==> config.mk <==
export PLATFORM = sky130hd
export DESIGN_NAME = frac_div_pipe
export DESIGN_NICKNAME = d
export VERILOG_FILES = /design/src/sv/frac_pkg.sv /design/src/sv/frac_div_pipe.sv
export SDC_FILE = /design/constraint.sdc
export NUM_CORES = 1
export LEC_CHECK = 0
export ABC_AREA = 1
export ABC_CLOCK_PERIOD_IN_PS = 2600
export BUFFER_PORTS_ARGS = -buffer_cell sky130_fd_sc_hd__buf_2
export CORE_AREA = 2 2 310 312
export DETAILED_ROUTE_END_ITERATION = 16
export DIE_AREA = 0 0 312 314
export SYNTH_ARGS = -nofsm -noshare
export SYNTH_HDL_FRONTEND = slang
export SYNTH_SLANG_ARGS = --single-unit
==> constraint.sdc <==
create_clock -name clk -period 2.6 [get_ports clk]
set_input_delay 0.13 -clock clk [delete_from_list [all_inputs] [get_ports clk]]
set_output_delay 0.13 -clock clk [all_outputs]
set_load 0.02 [all_outputs]
==> src/sv/frac_pkg.sv <==
// ----------------------------------------------------------------------------
// Fraction reducer package
// Widths shared by the interfaces, the divider and the top level.
// ----------------------------------------------------------------------------
package frac_pkg;

  localparam int FIELD_BITS         = 16;
  localparam int DEFAULT_VALUE_BITS = 16;

endpackage

==> src/sv/frac_div_pipe.sv <==
// ----------------------------------------------------------------------------
// Fraction reducer divider
// Pipelined restoring divider, one quotient bit per stage, W stages.
// ----------------------------------------------------------------------------
module frac_div_pipe import frac_pkg::*; #(
  parameter int W = DEFAULT_VALUE_BITS
) (
  input  logic         clk,
  input  logic         en,
  input  logic [W-1:0] dividend,
  input  logic [W-1:0] divisor,
  output logic [W-1:0] quotient
);

  logic [W-1:0] rem [0:W];
  logic [W-1:0] nq  [0:W];
  logic [W-1:0] dv  [0:W];

  assign rem[0]   = '0;
  assign nq[0]    = dividend;
  assign dv[0]    = divisor;
  assign quotient = nq[W];

  for (genvar i = 0; i < W; i++) begin : g_step
    logic [W:0] trial;
    assign trial = {rem[i], nq[i][W-1]} - {1'b0, dv[i]};

    always_ff @(posedge clk) begin
      if (en) begin
        dv[i+1] <= dv[i];
        if (!trial[W]) begin
          rem[i+1] <= trial[W-1:0];
          nq[i+1]  <= {nq[i][W-2:0], 1'b1};
        end else begin
          rem[i+1] <= {rem[i][W-2:0], nq[i][W-1]};
          nq[i+1]  <= {nq[i][W-2:0], 1'b0};
        end
      end
    end
  end

endmodule

==> qor.csv <==
stage;metric;value;unit
die;pin_count;50;
sta;slew_headroom;58.3;%
drt;routedWlPerCell;15.1;um
clock_tree;cts.path.max_buffers;3;
pwr;vdd_ir_drop_max;0.602;mV
drt;wirelength;95400;um
setup_path;setup.worst_path.end_class;register;
final_layout;stdcell_area;47500;um^2
die;core;94400;um^2
clock_tree;htree_levels;3;
synthesis;synth_edf_count;736;
global_routing;gr-usage-all-layers;19.6;%
sta;finalHoldViolations;0;
synthesis;synth.top_cell.area_share;52.3;%
clock_tree;cts_sinks;736;
setup_path;path_class;register to register;
pwr;cellLeakagePower;23.7;nW
drt;vias;30125;
final_layout;fill_cells;9027;
synthesis;ys.warnings.count;0;
drt;met2_wirelength;46800;um
placed_design;post_dp_cell_area;44200;um^2
drt;top_layer;met4;
global_routing;grt_first_pass_wirelength;153000;um
sta;fin_crit;2.45;ns
die;start_util;44.8;%
final_layout;syn2layout_area_growth;12.3;%
clock_tree;clkTransAtPathRegs;0.06;ns
placed_design;dp_hpwl;73000;um
clock_tree;clk_latency;0.66;ns
synthesis;synth.avg_cell_area;8.79;um^2
clock_tree;numCtsBuffers;85;
die;dieWidth;312;um
synthesis;synthDistinctLibCells;32;
sta;worst_pin_slew;0.625;ns
setup_path;critPathLaunchType;register;
synthesis;synthArstFlopShare;0;%
pwr;p_per_area;1110;nW/um^2
die;die_area;98000;um^2
sta;maxSlewViolCount;0;
synthesis;syn_area;42300;um^2
worst_hold_path;hp-class;input port to register;
run_status;status;completed;
synthesis;synthFlopType;edfxtp_1;
pwr;total_power;0.0529;W
final_layout;antenna_cells;0;
synthesis;synth-seq-area-share;52.3;%
drt;postRouteAntennaNets;0;
die;row_count;113;
placed_design;globalplace.congestion;0.871;
sta;hold_slack;0.194;ns
sta;fin_worst_skew;0.0270;ns
synthesis;ys_seq_elements;736;
drt;wl_met3;3630;um
drt;wl_met1;42400;um
final_layout;drive_above_1_share;7.36;%
global_routing;grt_overflow_total;0;
global_routing;antenna_found_initial;0;
placed_design;port_buffers;49;
clock_tree;cts-root-buf;clkbuf_16;
global_routing;grt_pass1_vias;29027;
clock_tree;cts_tree;done;
sta;finalCritPeriodShare;94.0;%
synthesis;yosysTopAreaCell;edfxtp_1;
setup_path;cp_max_fo;17;
drt;vias_per_cell;4.77;
sta;finalSetupViolCount;0;
synthesis;syn_inst;4809;
job;drv_cap;0;
drt;firstDrtPassIters;7;
drt;drc;0;
synthesis;ys_top_cells_by_area;edfxtp_1, nand2_1, inv_1, ha_1, nand3_1;
drt;drt_iter0_markers;1908;
sta;max_freq;0.409;GHz
setup_path;critPathRequiredTime;3.10;ns
global_routing;grt_max_degree;76;
die;die_h;314;um
setup_path;cp.arrival;2.94;ns
final_layout;nNetsFinal;5277;
flip-flops by register name, indices dropped and copies added (netlist names):
register	count
dv	240
nq	240
quotient	16
rem	240
cell usage after synthesis, types with 3 or more instances:
cell      number
nand4_1       38
and2_1        37
nor2_1       177
a31oi_1        7
buf_2         13
xnor2_1       33
nand3_4       14
ha_1         241
nand2_1     1746
buf_6         14
nand2_4       34
o21ai_0        3
nand2_2       51
a21oi_2       14
edfxtp_1     736
a21oi_1      105
nor3_4         6
inv_1        946
nor3_1         8
nand3b_1      29
fa_1          14
or2_1         14
nor3_2         8
or2_2          5
nand3_1      417
buf_4         29
xor2_1        65
power breakdown:
group | internal [W] | switching (W) | leakage (nW)
registers | 0.0167 | 0.00184 | 7.24
logic | 0.00792 | 0.0146 | 15.1
clock network | 0.00700 | 0.00491 | 1.34
worst max-delay path: stages (launching register included):
cell and delay (ns):
edfxtp_1 0.46, ha_1 0.26, fa_1 0.40, inv_1 0.12, nand2_1 0.06, nand2_1 0.08
nand3_1 0.09, nand2_2 0.12, nand2_2 0.09, nand2_2 0.08, nand2_4 0.16, nand2_8 0.19
nand2_1 0.07, nand2_1 0.11
kinds of logic (layout without fill, tap and decap cells):
logic type	count (synthesis)	count (layout)	synth area share, %
xor gates and xnor gates	98	98	2.03
DFF	736	736	52.3
other	1	7	0.00887
and+or+nand+nor	2585	2588	26.7
adders and majority gates	255	255	7.80
buffers and inverters	1005	1242	9.52
AOI/OAI and AO/OA	129	129	1.67
what timing repair did:
item / CTS / global route
setup endpoints to repair: 0 / 79
hold endpoints to repair: 66 / 0
setup buffers: 0 / 11
resized for setup: 0 / 8
hold buffers: 33 / 0
routing by layer:
| layer | vias up | global-route usage (%) |
|---|---|---|
| met3 | 145 | 2.65 |
| met2 | 539 | 34.5 |
| li1 | 15681 | - |
| met4 | 0 | 6.68 |
| met1 | 13760 | 24.8 |
| met5 | - | 0 |
cells in the final DEF (no fill, tap or decap), types with 51 or more instances in the layout:
cell type and instances:
nor2_1 177, xor2_1 65, a21oi_1 105, ha_1 241, edfxtp_1 736, clkbuf_16 86, inv_1 946, nand3_1 417
nand2_1 1746, nand2_2 51
through the flow:
step	std cells	utilization, %	setup TNS (ns)	setup slack (ns)
2_1_floorplan	4815	-	0	0.519
3_3_place_gp	6119	46.8	0	0.0540
3_5_place_dp	6119	46.8	0	0.0344
4_1_cts	6306	50.1	0	0.0128
5_1_grt	6320	50.3	-0.0181	-0.0127
6_report	6320	50.3	0	0.155
area by class of cell:
class	instances	area, um^2	area share (%)
repair buffers	142	1190	2.51
well taps	1265	1580	3.33
clock buffers	98	2200	4.63
clock inverters	56	606	1.28
inverters	946	3550	7.48
multi-input cells	3077	16300	34.2
flip-flops and latches	736	22100	46.5
final timing paths:
kind / to / cells past startpoint / slack, ns / start
setup / recovery: rem[147] / 13 / 0.15 / dv[160]
hold reg to reg: nq[65] / 0 / 0.40 / nq[80]
hold / removal: nq[252] / 2 / 0.19 / dividend[11]
setup reg to reg: rem[147] / 13 / 0.15 / dv[160]
(Power assumes the default switching activity.)
